`config.mk`:
```
export PLATFORM = sky130hd
export DESIGN_NAME = agcm_fifo
export DESIGN_NICKNAME = d
export VERILOG_FILES = /design/src/rtl/aes128_gcm_aead_macros.svh /design/src/rtl/agcm_fifo.sv
export SDC_FILE = /design/constraint.sdc
export NUM_CORES = 1
export LEC_CHECK = 0
export BUFFER_PORTS_ARGS = -buffer_cell sky130_fd_sc_hd__buf_2
export CAP_MARGIN = 20
export CORE_MARGIN = 2
export CORE_UTILIZATION = 51
export DETAILED_ROUTE_END_ITERATION = 10
export PLACE_DENSITY = 0.78
export REMOVE_ABC_BUFFERS = 1
export SLEW_MARGIN = 30
export SYNTH_ARGS = -nofsm -noshare
export SYNTH_HDL_FRONTEND = slang
export SYNTH_SLANG_ARGS = --single-unit
```
`constraint.sdc`:
```
create_clock -name clk -period 4.3 [get_ports clk]
set_input_delay 0.43 -clock clk [delete_from_list [all_inputs] [get_ports clk]]
set_output_delay 0.43 -clock clk [all_outputs]
set_load 0.01 [all_outputs]
```
`src/rtl/aes128_gcm_aead_macros.svh`:
```
// Assertion macros for the AES-128-GCM block
`ifndef AES128_GCM_AEAD_MACROS_SVH
`define AES128_GCM_AEAD_MACROS_SVH

// implication in the same cycle
`define AGCM_ASSERT_IMP(label, ante, cons) \
  label: assert property (@(posedge clk) disable iff (!rst_n) (ante) |-> (cons)) \
    else $error("assertion failed");

// implication in the next cycle
`define AGCM_ASSERT_NXT(label, ante, cons) \
  label: assert property (@(posedge clk) disable iff (!rst_n) (ante) |=> (cons)) \
    else $error("assertion failed");

`endif

```
`src/rtl/agcm_fifo.sv`:
```
// Small register queue
module agcm_fifo #(
  parameter int W     = 8,
  parameter int DEPTH = 2
) (
  input  logic         clk,
  input  logic         rst_n,
  input  logic         push,
  input  logic [W-1:0] wr_data,
  output logic         full,
  input  logic         pop,
  output logic [W-1:0] rd_data,
  output logic         empty
);
  localparam int PW = (DEPTH > 1) ? $clog2(DEPTH) : 1;
  localparam int CW = $clog2(DEPTH + 1);

  logic [W-1:0]  mem_r [DEPTH];
  logic [PW-1:0] wp_r, rp_r;
  logic [CW-1:0] cnt_r;
  logic          do_push, do_pop;

  assign full    = (cnt_r == CW'(DEPTH));
  assign empty   = (cnt_r == '0);
  assign do_push = push && !full;
  assign do_pop  = pop && !empty;
  assign rd_data = mem_r[rp_r];

  always_ff @(posedge clk) begin
    if (do_push) begin
      mem_r[wp_r] <= wr_data;
    end
  end

  always_ff @(posedge clk) begin
    if (!rst_n) begin
      wp_r  <= '0;
      rp_r  <= '0;
      cnt_r <= '0;
    end else begin
      if (do_push) begin
        wp_r <= (wp_r == PW'(DEPTH - 1)) ? '0 : wp_r + 1'b1;
      end
      if (do_pop) begin
        rp_r <= (rp_r == PW'(DEPTH - 1)) ? '0 : rp_r + 1'b1;
      end
      cnt_r <= cnt_r + CW'(do_push) - CW'(do_pop);
    end
  end
endmodule

```
# Word-level counts from Yosys, hierarchy flattened
# Memory sizes are Yosys's and may differ from the RTL's. A register that Yosys moved wholly into a read port is not among the register bits.
# Index checks and enable logic that the tools add are counted.
[word_totals]
word_cells = 20
ram_bits = 16
out_inout_bits = 10
input_bits = 12
reg_bits = 4
memories = 1
[mem_list]
columns = ["name", "words", "word_bits", "read_ports", "rd_ports_with_merged_regs", "wr", "line_no", "source"]
rows = [
  ["mem_r", 2, 8, 1, 1, 1, "agcm_fifo.sv:18", "logic [W-1:0] mem_r [DEPTH];"],
]
[op_classes]
eq_ne = 1
n_mux = 6
addsub = 4
reduce_logical = 5
[op_table]
columns = ["op", "count"]
rows = [
  ["$mux 1", 6],
  ["$add 1x1->1 const B", 2],
  ["$add 2x1->2", 1],
  ["$eq 2x2->1 const B", 1],
  ["$logic_and 1x1->1", 2],
  ["$logic_not 1->1", 2],
  ["$logic_not 2->1", 1],
  ["$sub 2x1->2", 1],
]

# Logic depth before layout (Yosys ltp)
# Gate-level depths: netlist of the first run.
[logic_depth]
depth_word = 5
depth_mapped = 8
ltp_nobuf = 8

# Worst setup path after synthesis of the first run
# OpenSTA, ideal clock, no wires.
[synth_timing]
kind = "reg-to-reg"
from = "register cnt_r[0]"
to = "register cnt_r[1]"
synth_period_minus_slack_ns = 1.540
setup_ns = 0.078
t_required_ns = 4.222
path_slack_ns = 2.760
path_buffers = 0
arrival_time_ns = 1.462
path_stages_with_launch = 9
path_cell_list = "dfxtp_1 -> nand2b_1 -> nand2_1 -> ha_1 -> inv_1 -> ha_1 -> xor2_1 -> and2_2 -> nor3_1"
[synth_between]
elab_chain_len = 5
word_cells_on_any_way = 8
classes_between = "add/sub (2); eq/ne (1); reduce/logical (5)"
[synth_rtl]
columns = ["item", "line_no", "source"]
rows = [
  ["start, declared", "agcm_fifo.sv:20", "logic [CW-1:0] cnt_r;"],
  ["start signal, assigned", "agcm_fifo.sv:47", "cnt_r <= cnt_r + CW'(do_push) - CW'(do_pop);"],
  ["$eq 2x2->1", "agcm_fifo.sv:23", "assign full = (cnt_r == CW'(DEPTH));"],
  ["$logic_not 1->1", "agcm_fifo.sv:25", "assign do_push = push && !full;"],
  ["$logic_and 1x1->1", "agcm_fifo.sv:25", ""],
  ["$add 2x1->2", "agcm_fifo.sv:47", ""],
  ["$sub 2x1->2 *", "agcm_fifo.sv:47", ""],
]
# Every way passes the cells marked *; elsewhere a longest branch is shown, timed or not.
# A chain may end at the register's enable or synchronous reset.

==> metrics.csv, run 1 <==
metric;value;unit
Clock power frac;16.2;%
# port buffers;21;
First DRT Iteration DRCs;11;
critical path arrival;1.34;ns
DR DRC count;0;
RSZ-0062 raised after global routing;false;
worst-path fanout max;8;
crit end category;output port;
status;complete, no violations;
P_int;387;uW
initial antenna violation count;0;
post-synth top area share;59.2;%
CTS Buf Count;3;
H-tree depth;1;
CTS hold repair buffers;0;
1st-pass router iterations;4;
Static Leakage;0.406;nW
hold path endpoint;mem_r[1][2]$_DFFE_PP_;
fin crit share;41.2;%
Worst Hold Launch;wr_data[2];
startpoint types;flip-flop;
GRT Total Usage;13.4;%
path type of the worst min-delay path;in2reg;
slowest stage delay, CP;0.53;ns
Hold Violations, Final;0;
Seq pwr share;53.4;%
clock sink total;21;
ANT cells;0;
Die ar.;1930;um^2
Crit path max-delay family;flip-flops;
worst path bufs/invs;1;
synth top area cells;edfxtp_1, dfxtp_1, mux2_2;
post-synth cell types;17;
Die H;43.9;um
Root Driver;clkbuf_4;
register area share after synthesis;71.5;%
Comb pwr share;30.3;%
most common library cells after synthesis;edfxtp_1, mux2_2, dfxtp_1, nor2_1, inv_1;
Syn Std Cell Area;812;um^2
Switching Power;159;uW
post-CTS setup buffer count;0;
io pins;22;
GPL Wtd Cong;0.761;
Final Max Slew Viols;0;
Worst-Margin Slew;0.666;ns
P&R area growth vs syn;18.0;%
Final min period;1.77;ns
Gate Count Post-Synth;52;
Rel. slew slack;55.4;%
core area;1510;um^2
maximum root-to-sink buffer count;2;
Yosys warnings;0;
first-pass GRT wire length;1.81;mm
Initial Util;53.9;%
maximum VDD drop;343;uV
Slowest cell on crit path;dfxtp_1;
FP Rows;14;
worst reg2reg path depth;8;
f_max;565;MHz
worst path cell trace;mux2_2, buf_2;
Avg WL per Cell;11.8;um
Worst Clk Skew;0.00109;ns
Switching Share;29.1;%
Worst R2R Setup Slack;2.64;ns
Post-CTS Resized;0;
Reg2Reg Launch Point;cnt_r[0]$_SDFF_PN0_;
Crit Path Class;reg2out;
Reg-to-Reg End;cnt_r[1]$_SDFF_PN0_;
asr flop ratio synth;0;%
Routed WL;1.08;mm
MaxCap Viol Count;0;
TritonCTS clock tree;built;
Total Negative Setup Slacks;0;ns
# nets final;91;
largest net degree at the start of global routing;12;
CP Data Required Time;3.87;ns
clock-pin slew on the worst setup and hold paths;0.10;ns
final instance area;958;um^2
most common flop cell mapped by yosys;edfxtp_1;
clk_lat worst skew;0.29;ns
vias;462;
syn avg cell area;15.6;um^2
DRT antenna net count;0;
hold depth;1;
top-count cell post-synth;edfxtp_1;
GRT overflow;0;
Post-synth EDFFs;16;
count of state elements after synthesis;21;
placed cell area;932;um^2
vias in the first global route;447;
PwrDens;570;nW/um^2
via density per instance;5.02;
Die X;43.9;um
hpwl dp;798;um
share of cells above drive strength 1;44.7;%
setup violators final;0;
post-synth top area cell;edfxtp_1;
layer usage:
metal / share of wire [%] / up-vias / track usage [%]
met2: 49 / 13 / 21.8
met5: 0 / - / 0
li1: - / 231 / -
met1: 44 / 216 / 15.4
met3: 6.1 / 2 / 4.58
met4: 1.3 / 0 / 7.27
metrics by stage:
| stage | hold slack (ns) | utilization, % | worst slack, ns | instances | total power [mW] |
|---|---|---|---|---|---|
| after global routing | 0.307 | 63.6 | 2.43 | 92 | 0.586 |
| after floorplan | 0.455 | - | 2.76 | 51 | 0.407 |
| after CTS | 0.309 | 63.6 | 2.49 | 92 | 0.556 |
| final | 0.321 | 63.6 | 2.53 | 92 | 0.546 |
| after detailed placement | 0.485 | 61.9 | 2.63 | 88 | 0.466 |
| after global placement | 0.470 | 61.9 | 2.67 | 88 | 0.461 |
cell families after synthesis:
family / synth area share, %
multiplexers: 12.3
adder cells (fa/ha/maj): 3.08
XOR/XNOR: 2.16
AND/OR/NAND/NOR: 7.86
flip-flops: 71.5
AO/OA/AOI/OAI: 1.08
buffers and inverters: 2.00
sequential cells by signal (all words and copies together), names as in the netlist, named ones only:
name and count:
mem_r 16, cnt_r 2, rp_r 1, wp_r 1
power groups by stage:
stage / combinational, mW / sequential (mW) / clock, mW
floorplan: 0.117 / 0.290 / 0
global placement: 0.165 / 0.296 / 0
detailed placement: 0.169 / 0.297 / 0
CTS: 0.169 / 0.293 / 0.0936
global route: 0.187 / 0.300 / 0.0990
finish: 0.165 / 0.292 / 0.0887
cell type report:
| type | instances | area (um^2) |
|---|---|---|
| clock buffer | 4 | 26.3 |
| fill | 120 | 548 |
| inverter | 3 | 11.3 |
| multi-input combinational | 27 | 215 |
| sequential | 21 | 581 |
| tap | 16 | 20.0 |
| timing repair buffer | 21 | 105 |
layout by cell type (no fill, tap or decap):
cell / n
buf_2: 21
edfxtp_1: 16
mux2_2: 8
nor2_1: 5
dfxtp_1: 5
inv_1: 3
clkbuf_4: 3
nand2b_1: 2
nand2_1: 2
ha_1: 2
o21a_2: 1
xnor2_1: 1
and3_1: 1
mux2i_1: 1
xor2_1: 1
and2_2: 1
nor3_1: 1
and2_1: 1
clkbuf_1: 1
worst max-delay path by stage:
| stage | endpoint | depth (start not counted) | from | slack [ns] |
|---|---|---|---|---|
| floorplan | cnt_r[1]$_SDFF_PN0_ | 8 | cnt_r[0]$_SDFF_PN0_ | 2.76 |
| global placement | cnt_r[1]$_SDFF_PN0_ | 8 | pop | 2.67 |
| detailed placement | cnt_r[1]$_SDFF_PN0_ | 8 | pop | 2.63 |
| CTS | rd_data[2] | 2 | flip-flop | 2.49 |
| global route | rd_data[2] | 2 | flip-flop | 2.43 |
| finish | rd_data[2] | 2 | flip-flop | 2.53 |
No activity file was read; power rests on OpenSTA's default activity.
==> run 2: changes to the inputs <==
Settings changed: CORE_UTILIZATION 51 to 44, PLACE_DENSITY 0.78 to 0.71.
Clock period 4.3 ns to 1.6 ns, I/O delays scaled along.
==> run 2 against run 1 <==
Compared with the run above:
- cell count is 14% higher
- total power rose to 3.1 times the previous value
- sequential power grew to 2.8 times the previous value
==> metrics.csv, run 2 (same netlist as run 1, synthesis figures left out) <==
metric;value;unit;change
Avg WL per Cell;12.3;um;+4.6%
# nets final;95;;+4.4%
path type of the worst min-delay path;in2reg;;
GRT Total Usage;12.0;%;-1.4 points
Hold Violations, Final;0;;unchanged
PwrDens;1560;nW/um^2;+170%
initial antenna violation count;0;;unchanged
critical path arrival;1.81;ns;+0.47 ns
maximum VDD drop;891;uV;+160%
status;complete, no violations;;
1st-pass router iterations;2;;-2
share of cells above drive strength 1;58.8;%;+14 points
CP Data Required Time;1.82;ns;-2.05 ns
Most flops, register;mem_r;;
vias in the first global route;424;;-5.1%
Largest register FFs;16;;unchanged
Worst Hold Launch;wr_data[1];;
GPL Wtd Cong;0.647;;-15%
Initial Util;47.0;%;-6.9 points
M2 GR Usage;21.1;%;-0.67 points
largest net degree at the start of global routing;12;;unchanged
crit end category;flip-flop;;
DRT antenna net count;0;;unchanged
total power;1.67;mW;+210%
P&R area growth vs syn;31.3;%;
hold path endpoint;mem_r[0][1]$_DFFE_PP_;;
Crit Path Class;reg2reg;;
clk_lat worst skew;0.29;ns;about the same
CTS Buf Count;3;;unchanged
placed cell area;966;um^2;+3.6%
MaxCap Viol Count;0;;unchanged
commonest non-fill, non-tap cell in the layout;buf_2;;
Final Max Slew Viols;0;;unchanged
setup violators final;0;;unchanged
First DRT Iteration DRCs;7;;-4
maximum root-to-sink buffer count;2;;unchanged
commonest cells after routing, fill and taps aside;buf_2, edfxtp_1, mux2_2;;
GRT overflow;0;;unchanged
worst reg2reg path depth;7;;-1
Worst R2R Setup Slack;0.01;ns;-2.63 ns
startpoint types;flip-flop;;
Routed WL;1.29;mm;+19%
clock-pin slew on the worst setup and hold paths;0.11;ns;about the same
core area;1730;um^2;+15%
f_max;629;MHz;
Root Driver;clkbuf_4;;
GRT met1 Usage;12.5;%;-2.9 points
io pins;22;;unchanged
DR DRC count;0;;unchanged
fin crit share;99.3;%;
GRT met3 Usage;3.85;%;-0.74 points
FP Rows;15;;+1
final instance area;1070;um^2;+11%
hpwl dp;867;um;+8.7%
ANT cells;0;;unchanged
first-pass GRT wire length;1.70;mm;-6.1%
Final min period;1.59;ns;
TritonCTS clock tree;built;;
Worst-Margin Slew;0.370;ns;-0.296 ns
Reg-to-Reg End;cnt_r[1]$_SDFF_PN0_;;
RSZ-0062 raised after global routing;true;;
vias;473;;+2.4%
Die X;47.0;um;+7.0%
H-tree depth;1;;unchanged
via density per instance;4.50;;-10%
clock sink total;21;;unchanged
grt peak-use layer;met2;;
Reg2Reg Launch Point;cnt_r[1]$_SDFF_PN0_;;
Die H;47.0;um;+7.0%
CTS hold repair buffers;0;;unchanged
hold depth;1;;unchanged
Rel. slew slack;75.3;%;+20 points
top flop regs;mem_r (16), cnt_r (2);;
worst-path fanout max;5;;-3
Static Leakage;0.430;nW;+6.0%
# port buffers;21;;unchanged
Die ar.;2210;um^2;+14%
Worst Clk Skew;0.00815;ns;+0.00707 ns
## run 2: worst max-delay path by stage
stage	start	endpoint	slack (ns)	cells after the start
floorplan	cnt_r[0]$_SDFF_PN0_	cnt_r[1]$_SDFF_PN0_	0.06	8
global placement	cnt_r[0]$_SDFF_PN0_	cnt_r[1]$_SDFF_PN0_	0.03	8
detailed placement	cnt_r[0]$_SDFF_PN0_	cnt_r[1]$_SDFF_PN0_	-0.01	8
CTS	cnt_r[0]$_SDFF_PN0_	cnt_r[1]$_SDFF_PN0_	0.005	8
global route	cnt_r[1]$_SDFF_PN0_	cnt_r[1]$_SDFF_PN0_	-0.03	7
finish	cnt_r[1]$_SDFF_PN0_	cnt_r[1]$_SDFF_PN0_	0.01	7
## run 2: cell type report
class                      instances  area, um^2
clock buffer                       4        26.3
fill                             145         661
inverter                           3        11.3
multi-input combinational         27         277
sequential                        21         586
tap                               25        31.3
timing repair buffer              25         135
## run 2: timing repair
| action | 4_1_cts | 5_1_grt |
|---|---|---|
| pin swaps | 0 | 6 |
| setup buffers | 0 | 1 |
| gates resized for setup | 2 | 12 |
| setup endpoints to repair | 1 | 1 |
## run 2: critical path: stages (launching register included)
cell	delay (ns)
dfxtp_4	0.38
o21a_4	0.21
ha_4	0.26
inv_2	0.04
ha_4	0.15
xor2_2	0.17
and2_4	0.14
nor3_4	0.16
## run 2: where the power goes
part / switching [mW] / internal, mW / leakage (nW)
Clock: 0.140 / 0.0966 / 0.0150
Sequential: 0.0842 / 0.722 / 0.192
Combinational: 0.286 / 0.337 / 0.224
## run 2: per-layer routing
layer	up-vias	part of all wire, %
met4	0	0.93
met3	2	6.4
met5	-	0
li1	241	-
met1	215	38
met2	15	55
## run 2: metrics by stage
stage          util [%]  cells  hold WS [ns]  setup WS [ns]  setup TNS, ns
5_1_grt            61.7    105        0.0310        -0.0251        -0.0251
3_3_place_gp       55.9    100         0.348         0.0297              0
6_report           61.7    105        0.0522         0.0105              0
3_5_place_dp       55.9    100         0.352        -0.0144        -0.0144
2_1_floorplan         -     51         0.259         0.0601              0
4_1_cts            57.6    104        0.0471        0.00532              0
