[src/rtl/aes128_gcm_aead_macros.svh]
// Assertion macros for the AES-128-GCM block
`ifndef AES128_GCM_AEAD_MACROS_SVH
`define AES128_GCM_AEAD_MACROS_SVH

// implication in the same cycle
`define AGCM_ASSERT_IMP(label, ante, cons) \
  label: assert property (@(posedge clk) disable iff (!rst_n) (ante) |-> (cons)) \
    else $error("assertion failed");

// implication in the next cycle
`define AGCM_ASSERT_NXT(label, ante, cons) \
  label: assert property (@(posedge clk) disable iff (!rst_n) (ante) |=> (cons)) \
    else $error("assertion failed");

`endif

[src/rtl/agcm_pkg.sv]
// Shared types, codes and AES helper functions
package agcm_pkg;

  localparam logic [1:0] CMD_AAD  = 2'd0;
  localparam logic [1:0] CMD_TEXT = 2'd1;
  localparam logic [1:0] CMD_FIN  = 2'd2;

  localparam logic [1:0] KIND_CIPHER = 2'd0;
  localparam logic [1:0] KIND_TAG    = 2'd1;
  localparam logic [1:0] KIND_PLAIN  = 2'd2;
  localparam logic [1:0] KIND_STAT   = 2'd3;

  localparam logic [1:0] ST_OK    = 2'd0;
  localparam logic [1:0] ST_AUTH  = 2'd1;
  localparam logic [1:0] ST_ORDER = 2'd2;
  localparam logic [1:0] ST_OVF   = 2'd3;

  localparam logic [2:0] REG_KEY_HI   = 3'd0;
  localparam logic [2:0] REG_KEY_LO   = 3'd1;
  localparam logic [2:0] REG_NONCE_HI = 3'd2;
  localparam logic [2:0] REG_NONCE_LO = 3'd3;
  localparam logic [2:0] REG_DIR      = 3'd4;

  localparam int SLOT_W = 6;

  typedef enum logic [1:0] {
    OP_ERR  = 2'd0,
    OP_AAD  = 2'd1,
    OP_TEXT = 2'd2,
    OP_FIN  = 2'd3
  } op_t;

  typedef struct packed {
    op_t               op;
    logic              start;
    logic              dir;
    logic [1:0]        status;
    logic [127:0]      data;
    logic [4:0]        nbytes;
    logic [31:0]       ctr;
    logic [SLOT_W-1:0] slot;
    logic              buf_we;
    logic [31:0]       aad_len;
    logic [31:0]       txt_len;
    logic [6:0]        rel;
    logic              rel_part;
  } cmd_t;

  typedef struct packed {
    logic [1:0]   kind;
    logic [127:0] data;
    logic [4:0]   cnt;
    logic         last;
    logic [1:0]   status;
  } res_t;

  localparam logic [7:0] SBOX [256] = '{
    8'h63,8'h7c,8'h77,8'h7b,8'hf2,8'h6b,8'h6f,8'hc5,8'h30,8'h01,8'h67,8'h2b,8'hfe,8'hd7,8'hab,8'h76,
    8'hca,8'h82,8'hc9,8'h7d,8'hfa,8'h59,8'h47,8'hf0,8'had,8'hd4,8'ha2,8'haf,8'h9c,8'ha4,8'h72,8'hc0,
    8'hb7,8'hfd,8'h93,8'h26,8'h36,8'h3f,8'hf7,8'hcc,8'h34,8'ha5,8'he5,8'hf1,8'h71,8'hd8,8'h31,8'h15,
    8'h04,8'hc7,8'h23,8'hc3,8'h18,8'h96,8'h05,8'h9a,8'h07,8'h12,8'h80,8'he2,8'heb,8'h27,8'hb2,8'h75,
    8'h09,8'h83,8'h2c,8'h1a,8'h1b,8'h6e,8'h5a,8'ha0,8'h52,8'h3b,8'hd6,8'hb3,8'h29,8'he3,8'h2f,8'h84,
    8'h53,8'hd1,8'h00,8'hed,8'h20,8'hfc,8'hb1,8'h5b,8'h6a,8'hcb,8'hbe,8'h39,8'h4a,8'h4c,8'h58,8'hcf,
    8'hd0,8'hef,8'haa,8'hfb,8'h43,8'h4d,8'h33,8'h85,8'h45,8'hf9,8'h02,8'h7f,8'h50,8'h3c,8'h9f,8'ha8,
    8'h51,8'ha3,8'h40,8'h8f,8'h92,8'h9d,8'h38,8'hf5,8'hbc,8'hb6,8'hda,8'h21,8'h10,8'hff,8'hf3,8'hd2,
    8'hcd,8'h0c,8'h13,8'hec,8'h5f,8'h97,8'h44,8'h17,8'hc4,8'ha7,8'h7e,8'h3d,8'h64,8'h5d,8'h19,8'h73,
    8'h60,8'h81,8'h4f,8'hdc,8'h22,8'h2a,8'h90,8'h88,8'h46,8'hee,8'hb8,8'h14,8'hde,8'h5e,8'h0b,8'hdb,
    8'he0,8'h32,8'h3a,8'h0a,8'h49,8'h06,8'h24,8'h5c,8'hc2,8'hd3,8'hac,8'h62,8'h91,8'h95,8'he4,8'h79,
    8'he7,8'hc8,8'h37,8'h6d,8'h8d,8'hd5,8'h4e,8'ha9,8'h6c,8'h56,8'hf4,8'hea,8'h65,8'h7a,8'hae,8'h08,
    8'hba,8'h78,8'h25,8'h2e,8'h1c,8'ha6,8'hb4,8'hc6,8'he8,8'hdd,8'h74,8'h1f,8'h4b,8'hbd,8'h8b,8'h8a,
    8'h70,8'h3e,8'hb5,8'h66,8'h48,8'h03,8'hf6,8'h0e,8'h61,8'h35,8'h57,8'hb9,8'h86,8'hc1,8'h1d,8'h9e,
    8'he1,8'hf8,8'h98,8'h11,8'h69,8'hd9,8'h8e,8'h94,8'h9b,8'h1e,8'h87,8'he9,8'hce,8'h55,8'h28,8'hdf,
    8'h8c,8'ha1,8'h89,8'h0d,8'hbf,8'he6,8'h42,8'h68,8'h41,8'h99,8'h2d,8'h0f,8'hb0,8'h54,8'hbb,8'h16
  };

  function automatic logic [7:0] xtime(input logic [7:0] a);
    xtime = {a[6:0], 1'b0} ^ (a[7] ? 8'h1b : 8'h00);
  endfunction

  function automatic logic [7:0] rcon(input logic [3:0] rnd);
    case (rnd)
      4'd1:    rcon = 8'h01;
      4'd2:    rcon = 8'h02;
      4'd3:    rcon = 8'h04;
      4'd4:    rcon = 8'h08;
      4'd5:    rcon = 8'h10;
      4'd6:    rcon = 8'h20;
      4'd7:    rcon = 8'h40;
      4'd8:    rcon = 8'h80;
      4'd9:    rcon = 8'h1b;
      4'd10:   rcon = 8'h36;
      default: rcon = 8'h00;
    endcase
  endfunction

  function automatic logic [127:0] sub_shift(input logic [127:0] s);
    logic [127:0] r;
    r = '0;
    for (int c = 0; c < 4; c++) begin
      for (int w = 0; w < 4; w++) begin
        r[127-8*(w+4*c) -: 8] = SBOX[s[127-8*(w+4*((c+w)%4)) -: 8]];
      end
    end
    sub_shift = r;
  endfunction

  function automatic logic [127:0] mix_columns(input logic [127:0] s);
    logic [127:0] r;
    logic [7:0]   a0, a1, a2, a3;
    r = '0;
    for (int c = 0; c < 4; c++) begin
      a0 = s[127-32*c -: 8];
      a1 = s[119-32*c -: 8];
      a2 = s[111-32*c -: 8];
      a3 = s[103-32*c -: 8];
      r[127-32*c -: 8] = xtime(a0) ^ xtime(a1) ^ a1 ^ a2 ^ a3;
      r[119-32*c -: 8] = a0 ^ xtime(a1) ^ xtime(a2) ^ a2 ^ a3;
      r[111-32*c -: 8] = a0 ^ a1 ^ xtime(a2) ^ xtime(a3) ^ a3;
      r[103-32*c -: 8] = xtime(a0) ^ a0 ^ a1 ^ a2 ^ xtime(a3);
    end
    mix_columns = r;
  endfunction

  function automatic logic [127:0] key_step(input logic [127:0] k, input logic [7:0] rc);
    logic [31:0] t, w0, w1, w2, w3;
    t  = {SBOX[k[23:16]] ^ rc, SBOX[k[15:8]], SBOX[k[7:0]], SBOX[k[31:24]]};
    w0 = k[127:96] ^ t;
    w1 = k[95:64] ^ w0;
    w2 = k[63:32] ^ w1;
    w3 = k[31:0] ^ w2;
    key_step = {w0, w1, w2, w3};
  endfunction

  function automatic logic [127:0] byte_mask(input logic [4:0] n);
    byte_mask = ~({128{1'b1}} >> {n, 3'b000});
  endfunction

endpackage

[src/rtl/agcm_front.sv]
// Input side: order and overflow checks, message bookkeeping, command build
module agcm_front import agcm_pkg::*; #(
  parameter int MAX_TEXT_BLOCKS = 64
) (
  input  logic         clk,
  input  logic         rst_n,
  input  logic         push,
  input  logic [1:0]   command,
  input  logic [63:0]  data_high,
  input  logic [63:0]  data_low,
  input  logic [4:0]   byte_count,
  input  logic         dir,
  input  logic         q_full,
  output logic         cmd_push,
  output cmd_t         cmd
);
  typedef enum logic [2:0] {
    PH_IDLE = 3'b001,
    PH_AAD  = 3'b010,
    PH_TEXT = 3'b100
  } phase_t;

  phase_t      phase_r, phase_nxt;
  logic [31:0] aad_r, aad_nxt, txt_r, txt_nxt, ctr_r, ctr_nxt;
  logic        accept, bad_n, ooo, ovf, held_full;
  logic [27:0] held;
  logic [28:0] blocks;
  logic        part;

  assign accept    = push && !q_full;
  assign held      = txt_r[31:4];
  assign part      = (txt_r[3:0] != 4'd0);
  assign blocks    = {1'b0, held} + 29'(part);
  assign held_full = (held >= 28'(MAX_TEXT_BLOCKS));
  assign bad_n     = (byte_count == 5'd0) || (byte_count > 5'd16);

  always_comb begin
    ooo = 1'b0;
    ovf = 1'b0;
    case (command)
      CMD_AAD: begin
        ooo = bad_n || (phase_r == PH_TEXT) || (aad_r[3:0] != 4'd0);
        ovf = ({27'd0, byte_count} > ~aad_r);
      end
      CMD_TEXT: begin
        ooo = bad_n || ((phase_r == PH_TEXT) && part);
        ovf = ({27'd0, byte_count} > ~txt_r) || (dir && held_full);
      end
      CMD_FIN: ;
      default: ooo = 1'b1;
    endcase
  end

  always_comb begin
    cmd          = '0;
    cmd.start    = (phase_r == PH_IDLE);
    cmd.dir      = dir;
    cmd.status   = ST_OK;
    cmd.data     = {data_high, data_low};
    cmd.nbytes   = byte_count;
    cmd.ctr      = ctr_r;
    cmd.slot     = held[SLOT_W-1:0];
    cmd.buf_we   = !held_full;
    cmd.aad_len  = aad_r;
    cmd.txt_len  = txt_r;
    cmd.rel      = (blocks < 29'(MAX_TEXT_BLOCKS)) ? blocks[6:0] : 7'(MAX_TEXT_BLOCKS);
    cmd.rel_part = part && !held_full;
    phase_nxt    = phase_r;
    aad_nxt      = aad_r;
    txt_nxt      = txt_r;
    ctr_nxt      = ctr_r;
    if (ooo || ovf) begin
      cmd.op     = OP_ERR;
      cmd.start  = 1'b0;
      cmd.status = ooo ? ST_ORDER : ST_OVF;
    end else if (command == CMD_AAD) begin
      cmd.op    = OP_AAD;
      aad_nxt   = aad_r + {27'd0, byte_count};
      phase_nxt = PH_AAD;
    end else if (command == CMD_TEXT) begin
      cmd.op    = OP_TEXT;
      txt_nxt   = txt_r + {27'd0, byte_count};
      ctr_nxt   = ctr_r + 32'd1;
      phase_nxt = PH_TEXT;
    end else begin
      cmd.op    = OP_FIN;
      aad_nxt   = '0;
      txt_nxt   = '0;
      ctr_nxt   = 32'd2;
      phase_nxt = PH_IDLE;
    end
  end

  assign cmd_push = accept;

  always_ff @(posedge clk) begin
    if (!rst_n) begin
      phase_r <= PH_IDLE;
      aad_r   <= '0;
      txt_r   <= '0;
      ctr_r   <= 32'd2;
    end else if (accept) begin
      phase_r <= phase_nxt;
      aad_r   <= aad_nxt;
      txt_r   <= txt_nxt;
      ctr_r   <= ctr_nxt;
    end
  end
endmodule

[config.mk]
export PLATFORM = sky130hd
export DESIGN_NAME = agcm_front
export DESIGN_NICKNAME = d
export VERILOG_FILES = /design/src/rtl/aes128_gcm_aead_macros.svh /design/src/rtl/agcm_pkg.sv /design/src/rtl/agcm_front.sv
export SDC_FILE = /design/constraint.sdc
export NUM_CORES = 1
export LEC_CHECK = 0
export ABC_AREA = 1
export BUFFER_PORTS_ARGS = -buffer_cell sky130_fd_sc_hd__buf_4
export CORE_MARGIN = 8
export CORE_UTILIZATION = 35
export DETAILED_ROUTE_END_ITERATION = 10
export SYNTH_ARGS = -nofsm -noshare
export SYNTH_HDL_FRONTEND = slang
export SYNTH_SLANG_ARGS = --single-unit
[constraint.sdc]
create_clock -name clk -period 2.85 [get_ports clk]
set_input_delay 0.1425 -clock clk [delete_from_list [all_inputs] [get_ports clk]]
set_output_delay 0.1425 -clock clk [all_outputs]
set_load 0.01 [all_outputs]
==> Word level (Yosys, flattened, before mapping) <==
Cells that the tools add are included.
{ "totals": {"ff_bits": 99, "latchBits": 0, "mem_bits_rw": 0, "rom_bits": 0, "in_bits": 140, "out_inout_bits": 251, "wordCells": 56, "n_memories": 0} }
{ "classes": {"add_sub_neg": 4, "n_mul": 0, "n_div": 0, "order_cmp": 5, "n_eq_ne": 5, "shifts": 0, "n_mux": 15, "bitwise_logic": 4, "reduce_logical": 19} }
{ "ops": {"columns": ["cell", "count"], "rows": [
  ["$mux 32", 4],
  ["$add 32x5->32", 2],
  ["$gt 5x32->1", 2],
  ["$not 32->32", 2],
  ["$add 32x1->32 const B", 1],
  ["$add 28x1->29", 1],
  ["$lt 29x7->1 const B", 1],
  ["$ge 28x7->1 const B", 1],
  ["$reduce_bool 4->1", 2],
  ["$mux 7", 1],
  ["$logic_or 1x1->1", 6],
  ["$mux 2", 3],
  ["$mux 3", 2],
  ["$reduce_and 3->1", 2],
  ["$gt 5x5->1 const B", 1],
  ["$logic_not 5->1", 1],
  ["$logic_and 1x1->1", 4],
  ["$eq 3x1->1 const B", 1],
  ["$eq 3x3->1 const B", 1],
  ["$mux 1", 3],
  ["$pmux 1 s3", 1],
  ["$eq 2x1->1 const B", 1],
  ["$eq 2x2->1 const B", 1],
  ["$logic_not 1->1", 2],
  ["5 further kinds", 6]
]} }

==> Logic depth before layout (Yosys ltp) <==
{ "depth": {"word_depth": 8, "ltp_mapped": 16, "depth_no_buf": 16} }

==> Worst setup path before layout <==
OpenSTA, ideal clock, no wires.
{ "synth_timing": {"path_type": "register -> output", "startpoint": "register txt_r[1]", "endpoint": "output port cmd[1] in the netlist's numbering", "t_arrival_ps": 2270, "required_ps": 2707, "slack_ps": 437, "stages_incl_launch_ff": 17, "n_path_buf": 0, "path_cell_list": "dfxtp_1 -> nor2_1 -> nand2_1 -> ha_1 -> ha_1 -> inv_1 -> nor2_1 -> nand2_1 -> nor2_2 -> nand2_1 -> nand2_1 -> nand2_1 -> nor3_1 -> nand3_1 -> nor2_1 -> nand2_2 -> nor2_2"} }
{ "synth_rtl": {"columns": ["item", "line", "text"], "rows": [
  ["start, declared", "agcm_front.sv:24", "logic [31:0] aad_r, aad_nxt, txt_r, txt_nxt, ctr_r, ctr_nxt;"],
  ["start signal, assigned", "agcm_front.sv:105", "txt_r <= txt_nxt;"],
  ["end, declared", "agcm_front.sv:15", "output cmd_t cmd"]
]} }

==> metrics.txt <==
Final Setup Violations 0; CTS Root Cell clkbuf_16; Clk Latency, worst-skew pair 0.37 ns; Iteration-0 DRC Markers 666; Worst setup EP type primary output; Worst Tran Pin Value 1.09 ns; final cycle utilization of the critical path 94.6%; dpl ws 0.137 ns; min Tclk post-route 2.70 ns; # DRC 0; YS warnings 0; total die area 32700 µm²; DP Area 9870 µm²; Hold Crit Class input port to flop; die width 181 µm; Slew Viols, Final 0; Vias per Instance 5.13; crit path max fanout 7; EDFF count, synth 0; FP Rows 60; Sink Count 99; Post-Route WL 32.6 mm; hpwl dp 24.3 mm; largest net degree at the start of global routing 87; Synth Cell Area 9520 µm²; initial antenna violation count 0; status complete, no violations; Synth top area share 20.8%; asr flop ratio synth 0%; Placer Congestion 0.954; all-layer global routing usage 19.3%; arrival time worst endpoint 2.55 ns; number of global-route vias before repair 9145; synthesized instance count 1536; layout cells sized above 1 17.6%; Fillers 2934; Reg clk slew, reported paths 0.07 ns; Power Density 300 nW/µm²; Seq/Total Area, Yosys 20.8%; Core ar. 26800 µm²; max cap viols 0; CTS H-tree depth 3; post-route insts no fill 1861; Max clock buf depth 2; Setup Skew 0.0155 ns; final instance area 10300 µm²; setup tns final 0 ns; footprint of the multi-input gates 5690 µm²; Post-synth top cells nand2_1 (292), nor2_1 (236), inv_1 (155), nand3_1 (155), buf_4 (147); Crit Path Class flop to primary output; Final Hold Fails 0; first-pass GRT wire length 51.6 mm; worst relative slew slack 27.5%; PortBufs 134; FF+latch count, synth 99; Mapped Avg Cell Area 6.19 µm²; setup slack after layout 0.154 ns; final core occ 38.4%; Top Ports 391; routed vias 9556; Max VDD drop 0.198 mV; wire per inst 17.5 µm; CP Launch Type flop; n_diodes 0; gr ovfl total 0; Netlist cell types 40; post-route ant nets 0; Area contributors post-synth dfxtp_1 (21%), buf_4 (12%), nand2_1 (12%), nor2_1 (9.3%), nand3_1 (8.2%); Sequential Area 2000 µm²; Req. time, crit path 2.71 ns; most used flip-flop cell after synthesis dfxtp_1; Starting Density 35.5%; area delta synth->final 8.19%; final-stage net count 1672; top-count cell post-synth nand2_1; f_max 371 MHz; Num CTS Buffers 9; Yosys top cell by area dfxtp_1; Placed Cells 1843; syn_nets 1693; CTS tree yes; drt pass-1 iters 7; die height 181 µm; P_leak 0.00396 µW
==> timing repair <==
item	in CTS	in global routing
buffers inserted	2	0
hold buffers	0	0
gates resized for setup	17	23
endpoints found under the setup margin	7	7
pin swaps	3	2
==> cells by family (layout without fill, tap and decap cells) <==
family | count (synthesis) | count (layout) | synth area share (%)
buf+inv | 361 | 345 | 20.4
compound gates | 208 | 208 | 14.0
simple gates | 775 | 775 | 35.3
fa+ha+maj | 17 | 17 | 2.39
flops | 99 | 99 | 20.8
xor+xnor | 76 | 76 | 7.00
==> power by group <==
| part | leakage [µW] | internal, µW | switching (µW) |
|---|---|---|---|
| Clock | 0.000147 | 638 | 668 |
| Sequential | 0.000804 | 1390 | 10.7 |
| Combinational | 0.00301 | 110 | 276 |
| Total | 0.00396 | 2140 | 954 |
==> registers in the layout (all words and copies together) (netlist names) <==
| signal | cells |
|---|---|
| phase_r | 3 |
| aad_r | 32 |
| ctr_r | 32 |
| txt_r | 32 |
==> critical path, stage by stage, from the launching register on <==
cell	delay [ns]
dfxtp_4	0.37
nor2_4	0.12
nand2_2	0.09
ha_4	0.18
ha_4	0.16
inv_2	0.09
nor2_2	0.05
nand2_2	0.10
nor2_4	0.06
a22oi_1	0.15
o21ai_1	0.09
nor2_1	0.10
nand3b_1	0.11
nor2_2	0.17
nand2_4	0.13
nor2_2	0.10
buf_4	0.12
==> path summary, 6_finish.rpt <==
kind	startpoint	to	slack [ns]	cells past startpoint
min	command[1]	phase_r[0]	0.07	3
min reg2reg	phase_r[1]	phase_r[1]	0.48	2
max	txt_r[2]	cmd[6]	0.15	16
max reg2reg	txt_r[4]	ctr_r[0]	0.24	13
==> through the flow <==
stage	hold WS [ns]	power [µW]
2_1_floorplan	0.266	1850
3_3_place_gp	0.285	1810
3_5_place_dp	0.285	1820
4_1_cts	0.0600	3120
5_1_grt	0.0862	3200
6_report	0.0698	3090
==> area by class of cell <==
type	instances	share of cell area, %
clock buffer	10	2.32
multi-input combinational	1076	55.3
inverter	161	5.87
tap	341	4.14
clock inverter	6	0.559
timing repair buffer	168	12.4
sequential	99	19.4
==> per-layer routing <==
metal,GRT usage [%],part of all wire [%],vias up,wire length (µm)
li1,-,-,4733,-
met1,24.5,45,4466,14600
met2,31.9,47,273,15300
met3,3.15,5.4,84,1760
met4,8.10,3.1,0,1010
met5,0,0,-,0
==> cells in the final DEF (no fill, tap or decap), types with 4 or more instances in the layout <==
| master | synthesis | final |
|---|---|---|
| nand2_1 | 292 | 287 |
| nor2_1 | 236 | 227 |
| buf_4 | 147 | 167 |
| nand3_1 | 155 | 155 |
| inv_1 | 155 | 153 |
| a21oi_1 | 94 | 94 |
| dfxtp_1 | 99 | 89 |
| o21bai_1 | 77 | 77 |
| xor2_1 | 75 | 75 |
| nand4_1 | 27 | 27 |
| nor3_1 | 26 | 25 |
| nor2_2 | 14 | 16 |
| ha_1 | 15 | 13 |
| o21ai_0 | 13 | 12 |
| nor2_4 | 4 | 11 |
| nand2_2 | 5 | 9 |
| o21bai_2 | 9 | 9 |
| a21oi_2 | 9 | 9 |
| clkbuf_16 | 0 | 9 |
| inv_2 | 5 | 8 |
| dfxtp_2 | 0 | 8 |
| clkinv_4 | 0 | 4 |
Note: power is estimated with default switching activity, not from simulation.
